<file path="src/wpb_pkg.sv">
// Shared constants, state encoding and control/status bundles for the weight partition balancer.
`default_nettype none
package wpb_pkg;
    localparam int MAX_WEIGHTS = 64;
    localparam int MAX_PARTS   = 64;
    localparam int WEIGHT_W    = 16;
    localparam int COUNT_W     = $clog2(MAX_WEIGHTS + 1);
    localparam int ADDR_W      = $clog2(MAX_WEIGHTS);
    localparam int PART_W      = 6;
    localparam int PCNT_W      = 7;
    localparam int LOAD_W      = 22;
    localparam int DVD_W       = LOAD_W + 4;
    localparam int DVS_W       = 10;
    localparam int DCNT_W      = $clog2(DVD_W);

    typedef enum logic [3:0] {
        S_LOAD,
        S_CHECK,
        S_DIV,
        S_PASS_RD,
        S_PASS_EV,
        S_GR_START,
        S_GR_RD,
        S_GR_PREV,
        S_GR_SRD,
        S_GR_SCMP,
        S_GR_WR,
        S_EM_RD,
        S_EM_CAP
    } state_t;

    typedef struct packed {
        logic load;
        logic check;
        logic div_step;
        logic pass_ev;
        logic gr_clr;
        logic gr_rd_prev;
        logic gr_prev;
        logic gr_cmp;
        logic gr_wr;
        logic em_cap;
    } cmd_t;

    typedef struct packed {
        logic direct;
        logic div_done;
        logic pass_more;
        logic left;
        logic scan_last;
        logic gr_last;
        logic out_free;
        logic em_last;
    } status_t;
endpackage
`default_nettype wire

</file>
<file path="src/weight_partition_balancer.sv">
// Top level of the weight partition balancer: sequencer plus datapath.
//
//  channel   | handshake                  | payload
//  ----------+----------------------------+-----------------------------------
//  input     | in_valid / in_ready        | weight, last_weight
//  result    | out_valid / out_ready      | load_pos, part, dropped, last
//  config    | cfg_wr_en                  | cfg_wr_data (part_count)
//
//  Loading takes one weight per cycle. After the last-marked beat a check
//  step sends the set straight to output when the weight count equals the
//  part count; otherwise the average divider runs, then the sequential pass,
//  a step that clears the greedy loads, and a greedy scan over the load RAM per leftover weight.
//  Each result waits on out_ready while the output register is full; in_ready
//  returns as soon as the final result is in the output register.
//  Reset clears the set and sets the part count to 1.
`default_nettype none
module weight_partition_balancer (
    input  wire logic                          clk,
    input  wire logic                          rst_n,
    input  wire logic                          cfg_wr_en,
    input  wire logic [wpb_pkg::PCNT_W-1:0]    cfg_wr_data,
    input  wire logic                          in_valid,
    output logic                               in_ready,
    input  wire logic [wpb_pkg::WEIGHT_W-1:0]  weight,
    input  wire logic                          last_weight,
    output logic                               out_valid,
    input  wire logic                          out_ready,
    output logic [wpb_pkg::ADDR_W-1:0]         load_pos,
    output logic [wpb_pkg::PART_W-1:0]         part,
    output logic                               dropped,
    output logic                               last
);
    wpb_pkg::cmd_t    cmd;
    wpb_pkg::status_t st;

    wpb_ctrl u_ctrl (
        .clk         (clk),
        .rst_n       (rst_n),
        .in_valid    (in_valid),
        .last_weight (last_weight),
        .st          (st),
        .cmd         (cmd)
    );

    wpb_datapath u_dp (
        .clk          (clk),
        .rst_n        (rst_n),
        .cmd          (cmd),
        .st           (st),
        .cfg_wr_en    (cfg_wr_en),
        .cfg_wr_data  (cfg_wr_data),
        .in_valid     (in_valid),
        .weight       (weight),
        .out_valid    (out_valid),
        .out_ready    (out_ready),
        .load_pos     (load_pos),
        .part         (part),
        .dropped      (dropped),
        .last         (last)
    );

    assign in_ready = cmd.load;
endmodule
`default_nettype wire

</file>
<file path="src/wpb_ram.sv">
// Generic single-write, single-read RAM with registered read data.
`default_nettype none
module wpb_ram #(
    parameter int WIDTH = 16,
    parameter int DEPTH = 64
) (
    input  wire logic                     clk,
    input  wire logic                     we,
    input  wire logic [$clog2(DEPTH)-1:0] waddr,
    input  wire logic [WIDTH-1:0]         wdata,
    input  wire logic [$clog2(DEPTH)-1:0] raddr,
    output logic      [WIDTH-1:0]         rdata
);
    logic [WIDTH-1:0] mem [DEPTH];

    always_ff @(posedge clk)
    begin
        if (we)
        begin
            mem[waddr] <= wdata;
        end
        rdata <= mem[raddr];
    end
endmodule
`default_nettype wire

</file>
<file path="src/wpb_ctrl.sv">
// Phase sequencer for loading, averaging, sequential pass, greedy placement and result output.
`default_nettype none
module wpb_ctrl (
    input  wire logic             clk,
    input  wire logic             rst_n,
    input  wire logic             in_valid,
    input  wire logic             last_weight,
    input  wire wpb_pkg::status_t st,
    output wpb_pkg::cmd_t         cmd
);
    wpb_pkg::state_t state_reg, state_next;

    always_ff @(posedge clk or negedge rst_n)
    begin
        if (!rst_n)
        begin
            state_reg <= wpb_pkg::S_LOAD;
        end
        else
        begin
            state_reg <= state_next;
        end
    end

    always_comb
    begin
        state_next = state_reg;
        unique case (state_reg)
            wpb_pkg::S_LOAD:
            begin
                if (in_valid && last_weight)
                begin
                    state_next = wpb_pkg::S_CHECK;
                end
            end
            wpb_pkg::S_CHECK:
            begin
                state_next = st.direct ? wpb_pkg::S_EM_RD : wpb_pkg::S_DIV;
            end
            wpb_pkg::S_DIV:
            begin
                if (st.div_done)
                begin
                    state_next = wpb_pkg::S_PASS_RD;
                end
            end
            wpb_pkg::S_PASS_RD:
            begin
                if (st.pass_more)
                begin
                    state_next = wpb_pkg::S_PASS_EV;
                end
                else if (st.left)
                begin
                    state_next = wpb_pkg::S_GR_START;
                end
                else
                begin
                    state_next = wpb_pkg::S_EM_RD;
                end
            end
            wpb_pkg::S_PASS_EV:  state_next = wpb_pkg::S_PASS_RD;
            wpb_pkg::S_GR_START: state_next = wpb_pkg::S_GR_RD;
            wpb_pkg::S_GR_RD:    state_next = wpb_pkg::S_GR_PREV;
            wpb_pkg::S_GR_PREV:  state_next = wpb_pkg::S_GR_SRD;
            wpb_pkg::S_GR_SRD:   state_next = wpb_pkg::S_GR_SCMP;
            wpb_pkg::S_GR_SCMP:
            begin
                state_next = st.scan_last ? wpb_pkg::S_GR_WR : wpb_pkg::S_GR_SRD;
            end
            wpb_pkg::S_GR_WR:
            begin
                state_next = st.gr_last ? wpb_pkg::S_EM_RD : wpb_pkg::S_GR_RD;
            end
            wpb_pkg::S_EM_RD:    state_next = wpb_pkg::S_EM_CAP;
            wpb_pkg::S_EM_CAP:
            begin
                if (st.out_free)
                begin
                    state_next = st.em_last ? wpb_pkg::S_LOAD : wpb_pkg::S_EM_RD;
                end
            end
            default:             state_next = wpb_pkg::S_LOAD;
        endcase
    end

    always_comb
    begin
        cmd = '0;
        unique case (state_reg)
            wpb_pkg::S_LOAD:     cmd.load = 1'b1;
            wpb_pkg::S_CHECK:    cmd.check = 1'b1;
            wpb_pkg::S_DIV:      cmd.div_step = 1'b1;
            wpb_pkg::S_PASS_RD:  cmd = '0;
            wpb_pkg::S_PASS_EV:  cmd.pass_ev = 1'b1;
            wpb_pkg::S_GR_START: cmd.gr_clr = 1'b1;
            wpb_pkg::S_GR_RD:    cmd.gr_rd_prev = 1'b1;
            wpb_pkg::S_GR_PREV:  cmd.gr_prev = 1'b1;
            wpb_pkg::S_GR_SRD:   cmd = '0;
            wpb_pkg::S_GR_SCMP:  cmd.gr_cmp = 1'b1;
            wpb_pkg::S_GR_WR:    cmd.gr_wr = 1'b1;
            wpb_pkg::S_EM_RD:    cmd = '0;
            wpb_pkg::S_EM_CAP:   cmd.em_cap = st.out_free;
            default:             cmd = '0;
        endcase
    end
endmodule
`default_nettype wire

</file>
<file path="src/wpb_datapath.sv">
// Weight storage, average divider, part counters, greedy loads and output register.
`default_nettype none
module wpb_datapath (
    input  wire logic                          clk,
    input  wire logic                          rst_n,
    input  wire wpb_pkg::cmd_t                 cmd,
    output wpb_pkg::status_t                   st,
    input  wire logic                          cfg_wr_en,
    input  wire logic [wpb_pkg::PCNT_W-1:0]    cfg_wr_data,
    input  wire logic                          in_valid,
    input  wire logic [wpb_pkg::WEIGHT_W-1:0]  weight,
    output logic                               out_valid,
    input  wire logic                          out_ready,
    output logic [wpb_pkg::ADDR_W-1:0]         load_pos,
    output logic [wpb_pkg::PART_W-1:0]         part,
    output logic                               dropped,
    output logic                               last
);
    localparam int AW = wpb_pkg::ADDR_W;
    localparam int CW = wpb_pkg::COUNT_W;
    localparam int PW = wpb_pkg::PCNT_W;
    localparam int LW = wpb_pkg::LOAD_W;
    localparam int DW = wpb_pkg::DVD_W;
    localparam int VW = wpb_pkg::DVS_W;

    logic [PW-1:0]  pcnt_reg;
    logic [CW-1:0]  count_reg;
    logic [LW-1:0]  total_reg;
    logic           ovf_reg;
    logic           direct_reg;
    logic [DW-1:0]  dvd_reg;
    logic [VW-1:0]  rem_reg;
    logic [wpb_pkg::DCNT_W-1:0] dcnt_reg;
    logic [CW-1:0]  idx_reg;
    logic [PW-1:0]  p_reg;
    logic [LW-1:0]  load_reg;
    logic           held_reg;
    logic [wpb_pkg::MAX_PARTS-1:0] glv_reg;
    logic [AW-1:0]  prev_reg, best_reg, scan_reg, emit_reg;
    logic [LW-1:0]  bestload_reg;
    logic [wpb_pkg::WEIGHT_W-1:0] w_reg;
    logic           out_valid_reg;
    logic [AW-1:0]  index_reg;
    logic [wpb_pkg::PART_W-1:0] part_reg;
    logic           dropped_reg, last_reg;

    logic [PW-1:0]  parts;
    logic [VW-1:0]  divisor;
    logic [VW:0]    rem_sh;
    logic           q_bit;
    logic [LW-1:0]  avg;
    logic [wpb_pkg::WEIGHT_W-1:0] ws_rdata;
    logic [LW-1:0]  gl_rdata, gl_cur, gl_sum, new_load;
    logic [AW-1:0]  gl_raddr;
    logic [wpb_pkg::PART_W-1:0] ap_rdata, ap_wdata;
    logic           ap_we, accept, heavy;

    assign parts = (pcnt_reg == '0) ? PW'(1)
                 : ((pcnt_reg > PW'(wpb_pkg::MAX_PARTS)) ? PW'(wpb_pkg::MAX_PARTS) : pcnt_reg);
    assign divisor = VW'({parts, 3'b000}) + VW'({parts, 1'b0});
    assign rem_sh  = {rem_reg, dvd_reg[DW-1]};
    assign q_bit   = rem_sh >= {1'b0, divisor};
    assign avg     = dvd_reg[LW-1:0];
    assign accept  = cmd.load && in_valid;
    assign new_load = load_reg + LW'(ws_rdata);
    assign heavy   = (LW + 2)'({ws_rdata, 2'b00}) > (LW + 2)'(avg) * (LW + 2)'(3);
    assign gl_raddr = cmd.gr_rd_prev ? prev_reg : scan_reg;
    assign gl_cur  = glv_reg[scan_reg] ? gl_rdata : '0;
    assign gl_sum  = bestload_reg + LW'(w_reg);
    assign ap_we   = (cmd.pass_ev && !(heavy && held_reg)) || cmd.gr_wr;
    assign ap_wdata = cmd.gr_wr ? best_reg : p_reg[wpb_pkg::PART_W-1:0];

    assign st.direct    = count_reg == CW'(parts);
    assign st.div_done  = dcnt_reg == wpb_pkg::DCNT_W'(DW - 1);
    assign st.pass_more = (p_reg < parts) && (idx_reg < count_reg);
    assign st.left      = idx_reg < count_reg;
    assign st.scan_last = PW'(scan_reg) == parts - PW'(1);
    assign st.gr_last   = idx_reg + CW'(1) == count_reg;
    assign st.out_free  = !out_valid_reg || out_ready;
    assign st.em_last   = CW'(emit_reg) + CW'(1) == count_reg;

    wpb_ram #(.WIDTH(wpb_pkg::WEIGHT_W), .DEPTH(wpb_pkg::MAX_WEIGHTS)) u_weights (
        .clk   (clk),
        .we    (accept && (count_reg < CW'(wpb_pkg::MAX_WEIGHTS))),
        .waddr (count_reg[AW-1:0]),
        .wdata (weight),
        .raddr (idx_reg[AW-1:0]),
        .rdata (ws_rdata)
    );

    wpb_ram #(.WIDTH(wpb_pkg::PART_W), .DEPTH(wpb_pkg::MAX_WEIGHTS)) u_assign (
        .clk   (clk),
        .we    (ap_we),
        .waddr (idx_reg[AW-1:0]),
        .wdata (ap_wdata),
        .raddr (emit_reg),
        .rdata (ap_rdata)
    );

    wpb_ram #(.WIDTH(LW), .DEPTH(wpb_pkg::MAX_PARTS)) u_greedy (
        .clk   (clk),
        .we    (cmd.gr_wr),
        .waddr (best_reg),
        .wdata (gl_sum),
        .raddr (gl_raddr),
        .rdata (gl_rdata)
    );

    always_ff @(posedge clk or negedge rst_n)
    begin
        if (!rst_n)
        begin
            pcnt_reg      <= PW'(1);
            count_reg     <= '0;
            total_reg     <= '0;
            ovf_reg       <= 1'b0;
            direct_reg    <= 1'b0;
            dcnt_reg      <= '0;
            idx_reg       <= '0;
            p_reg         <= '0;
            load_reg      <= '0;
            held_reg      <= 1'b0;
            glv_reg       <= '0;
            prev_reg      <= '0;
            scan_reg      <= '0;
            emit_reg      <= '0;
            out_valid_reg <= 1'b0;
        end
        else
        begin
            if (cfg_wr_en)
            begin
                pcnt_reg <= cfg_wr_data;
            end
            if (out_valid_reg && out_ready)
            begin
                out_valid_reg <= 1'b0;
            end
            if (accept)
            begin
                if (count_reg < CW'(wpb_pkg::MAX_WEIGHTS))
                begin
                    count_reg <= count_reg + CW'(1);
                    total_reg <= total_reg + LW'(weight);
                end
                else
                begin
                    ovf_reg <= 1'b1;
                end
            end
            if (cmd.check)
            begin
                direct_reg <= st.direct;
                dcnt_reg   <= '0;
                idx_reg    <= '0;
                p_reg      <= '0;
                load_reg   <= '0;
                held_reg   <= 1'b0;
                emit_reg   <= '0;
            end
            if (cmd.div_step)
            begin
                dcnt_reg <= dcnt_reg + wpb_pkg::DCNT_W'(1);
            end
            if (cmd.pass_ev)
            begin
                if (heavy && held_reg)
                begin
                    p_reg    <= p_reg + PW'(1);
                    load_reg <= '0;
                    held_reg <= 1'b0;
                end
                else
                begin
                    idx_reg <= idx_reg + CW'(1);
                    if (new_load > avg)
                    begin
                        p_reg    <= p_reg + PW'(1);
                        load_reg <= '0;
                        held_reg <= 1'b0;
                    end
                    else
                    begin
                        load_reg <= new_load;
                        held_reg <= 1'b1;
                    end
                end
            end
            if (cmd.gr_clr)
            begin
                glv_reg  <= '0;
                prev_reg <= '0;
            end
            if (cmd.gr_prev)
            begin
                scan_reg <= '0;
            end
            if (cmd.gr_cmp)
            begin
                scan_reg <= scan_reg + AW'(1);
            end
            if (cmd.gr_wr)
            begin
                glv_reg[best_reg] <= 1'b1;
                prev_reg          <= best_reg;
                idx_reg           <= idx_reg + CW'(1);
            end
            if (cmd.em_cap)
            begin
                out_valid_reg <= 1'b1;
                emit_reg      <= emit_reg + AW'(1);
                if (st.em_last)
                begin
                    count_reg <= '0;
                    total_reg <= '0;
                    ovf_reg   <= 1'b0;
                end
            end
        end
    end

    always_ff @(posedge clk)
    begin
        if (cmd.check)
        begin
            dvd_reg <= DW'({total_reg, 3'b000}) + DW'(total_reg);
            rem_reg <= '0;
        end
        else if (cmd.div_step)
        begin
            dvd_reg <= {dvd_reg[DW-2:0], q_bit};
            rem_reg <= q_bit ? VW'(rem_sh - {1'b0, divisor}) : VW'(rem_sh);
        end
        if (cmd.gr_prev)
        begin
            best_reg     <= prev_reg;
            bestload_reg <= glv_reg[prev_reg] ? gl_rdata : '0;
            w_reg        <= ws_rdata;
        end
        if (cmd.gr_cmp && (gl_cur < bestload_reg))
        begin
            best_reg     <= scan_reg;
            bestload_reg <= gl_cur;
        end
        if (cmd.em_cap)
        begin
            index_reg   <= emit_reg;
            part_reg    <= direct_reg ? emit_reg : ap_rdata;
            dropped_reg <= ovf_reg;
            last_reg    <= st.em_last;
        end
    end

    assign out_valid = out_valid_reg;
    assign load_pos  = index_reg;
    assign part      = part_reg;
    assign dropped   = dropped_reg;
    assign last      = last_reg;
endmodule
`default_nettype wire

</file>
<file path="config.mk">
export PLATFORM = sky130hd
export DESIGN_NAME = weight_partition_balancer
export DESIGN_NICKNAME = d
export VERILOG_FILES = /design/src/wpb_pkg.sv /design/src/weight_partition_balancer.sv /design/src/wpb_ram.sv /design/src/wpb_ctrl.sv /design/src/wpb_datapath.sv
export SDC_FILE = /design/constraint.sdc
export NUM_CORES = 2
export LEC_CHECK = 0
export BUFFER_PORTS_ARGS = -buffer_cell sky130_fd_sc_hd__buf_2
export CORE_MARGIN = 5
export CORE_UTILIZATION = 45
export DETAILED_ROUTE_END_ITERATION = 8
export PLACE_DENSITY = 0.57
export SLEW_MARGIN = 20
export SYNTH_ARGS = -nofsm -noshare
export SYNTH_HDL_FRONTEND = slang
export SYNTH_SLANG_ARGS = --single-unit
export TNS_END_PERCENT = 30
</file>
<file path="constraint.sdc">
create_clock -name clk -period 12.15 [get_ports clk]
set_clock_uncertainty 0.2 [all_clocks]
set_input_delay 3.645 -clock clk [delete_from_list [all_inputs] [get_ports clk]]
set_output_delay 3.645 -clock clk [all_outputs]
set_load 0.05 [all_outputs]
</file>
==> metrics.txt <==
outcome complete, no violations; Max Fclk 0.147 GHz; Async S/R FF share, synth 0.0535; flop2flop setup slack 5.36 ns; IO Port Bufs 44; number of global-route vias before repair 68700; number of CTS-inserted buffers 329; Synth top area share 0.694; Final period util 0.559; largest net degree at the start of global routing 121; routed wl met3 24000 microns; CP Max Fanout 65; Synth area leaders edfxtp_1 (69%), mux4_2 (9.2%), dfrtp_1 (3.3%); # DRC 0; Via density 6.09; cell taking the most area after synthesis edfxtp_1; largest reg by FF count u_dp.u_greedy.mem; leading cell types in the layout, fill and taps excluded edfxtp_1 (2900), mux4_2 (512), a22oi_1 (397); pwr/cell area 216 nW/um^2; wirelength, routed 336000 microns; VDD IR max 0.180 mV; gr usage total 0.229; Max Buffers Root-to-Sink 4; initial antenna violation count 12; Congestion Overflow GR 0; max FFs per register 1408; row cnt 194; Worst-Skew Late Latency 0.94 ns; P&R area growth vs syn 13.3%; sequential cell area 92400 sq um; Fin Hold WS 0.266 ns; fin nets 7477; die width 538 microns; core area 278000 sq um; Worst-Margin Slew 1.24 ns; Synth Flop Type edfxtp_1; synthesized area 126000 sq um; metal2 WL 160000 microns; sequential share of power 0.432; CTS Hold Bufs 0; final hold vios 0; fin. max-slew vios 0; CTS tree built; element type at the critical path end flop; worst setup path class reg2reg; Yosys warnings 0; num ports 45; distinct cell type count of the synthesized netlist 90; switch share 0.303; Sw Pwr 9.30 mW; clock share of power 0.327; syn nets 7248; relative slew slack 0.169; RSZ-0062 raised after global routing no; final setup vio count 0; Largest regs u_dp.u_greedy.mem (1408), u_dp.u_weights.mem (1024), u_dp.u_assign.mem (384); Setup Buffers After CTS 0; CTS root buf clkbuf_16; die height 538 microns; drt initial violations 7361; CTS Sinks 3121; Worst setup SP type flop; post-synthesis register bit count 3121; first-pass GRT wire length 487000 microns; Synth Area per Inst 17.9 sq um; Pint 21.4 mW; max cap viols 0; Layout fillers 22500; Leak Pwr 46.8 nW; layout cells sized above 1 0.196; most common cell after layout, fill and taps aside edfxtp_1; drt pass-1 iters 6; DIE AREA 290000 sq um; DP Wirelength 190000 microns; Mapped Cells 7030; sequential fraction of the synthesis area 0.736; WL/cell 29.8 microns; Critical Path AT 7.15 ns; worst endpoint required time 12.50 ns; share of total power in combinational logic 0.241; multi-input logic area 31600 sq um; via count 68700; Setup TNS Final 0 ns; post-layout minimum cycle time 6.79 ns; Max Used Layer met5; hold crit path type reg2reg; post-route ant nets 0; initial core utilization 0.451; post-CTS resize count 0; gpl congestion 0.854; EDFF count, synth 2900; H-tree levels 5; M1 wire length 143000 microns; Reg clk slew, reported paths 0.06 ns
-- metal layers --
metal | vias up | global-route usage
li1 | 29200 | -
met1 | 36200 | 0.329
met2 | 2732 | 0.366
met3 | 497 | 0.0361
met4 | 6 | 0.0649
met5 | - | 0
-- cell type report --
| class | count | area share |
|---|---|---|
| sequential | 3121 | 0.649 |
| multi-input combinational | 3385 | 0.222 |
| clock buffer | 417 | 0.0618 |
| tap | 3724 | 0.0328 |
| timing repair buffer | 303 | 0.0167 |
| clock inverter | 188 | 0.0139 |
| inverter | 119 | 0.00315 |
| antenna | 16 | 0.000281 |
-- path summary, 6_finish.rpt --
kind | start | to | cells past startpoint
worst max-delay path | u_dp.dvd_reg[1] | u_dp.u_assign.mem[7][4] | 19
worst min-delay path | u_dp.rem_reg[9] | u_dp.rem_reg[9] | 2
worst max register to register | u_dp.dvd_reg[1] | u_dp.u_assign.mem[7][4] | 19
worst min register to register | u_dp.rem_reg[9] | u_dp.rem_reg[9] | 2
max in group asynchronous | rst_n | u_dp.glv_reg[59] | 2
min in group asynchronous | rst_n | u_dp.ovf_reg | 1
-- power by group through the flow --
stage | sequential, mW | combinational, mW | clock [mW]
2_1_floorplan | 13.2 | 5.10 | 0
3_3_place_gp | 13.5 | 7.36 | 0
3_5_place_dp | 13.5 | 7.43 | 0
4_1_cts | 13.2 | 7.46 | 10.2
5_1_grt | 13.3 | 8.07 | 10.7
6_report | 13.3 | 7.41 | 10.0
-- synthesized netlist by cell type (all sizes together) (109+ instances only) --
cell type / n
clkbuf: 282
nor3: 109
a211oi: 128
mux4: 519
and2: 118
a21oi: 159
ha: 182
a31oi: 117
a22oi: 397
buf: 123
edfxtp: 2900
dfrtp: 166
nand2: 367
inv: 117
nor2: 246
a21o: 116
-- cell families (layout without fill, tap and decap cells) --
logic type | count (synthesis) | count (layout) | share of synthesized area
DFF | 3121 | 3121 | 0.736
AOI/OAI and AO/OA | 1379 | 1379 | 0.0792
and+or+nand+nor | 1123 | 1123 | 0.0429
muxes | 568 | 568 | 0.0975
buffers and inverters | 524 | 1027 | 0.0166
adders and majority gates | 189 | 189 | 0.0193
xor gates and xnor gates | 126 | 126 | 0.00879
other | 0 | 16 | 0
-- critical path: stages (launching register included) --
cell,delay [ns]
edfxtp_1,0.48
and2_1,0.20
fa_1,0.42
a211oi_1,0.28
o21a_1,0.22
o2bb2ai_1,0.22
o211ai_2,0.21
a21o_1,0.21
a21oi_1,0.17
xor2_1,0.09
ha_1,0.29
nand3_1,0.09
nor3_1,0.30
o221ai_1,0.20
a31oi_1,0.25
nand4_1,0.12
nor4_1,0.87
or2_2,0.41
buf_4,0.76
nor3_1,0.34
-- through the flow --
stage          setup WS (ns)  power [mW]  area (sq um)  utilization  cells
2_1_floorplan           5.52        18.3        126000            -   7030
3_3_place_gp            4.77        20.8        131000        0.472  10700
3_5_place_dp            4.81        20.9        131000        0.472  10700
4_1_cts                 5.45        30.9        142000        0.511  11300
5_1_grt                 5.00        32.0        142000        0.511  11300
6_report                5.36        30.7        142000        0.511  11300
Power figures use the tool's default switching activity.
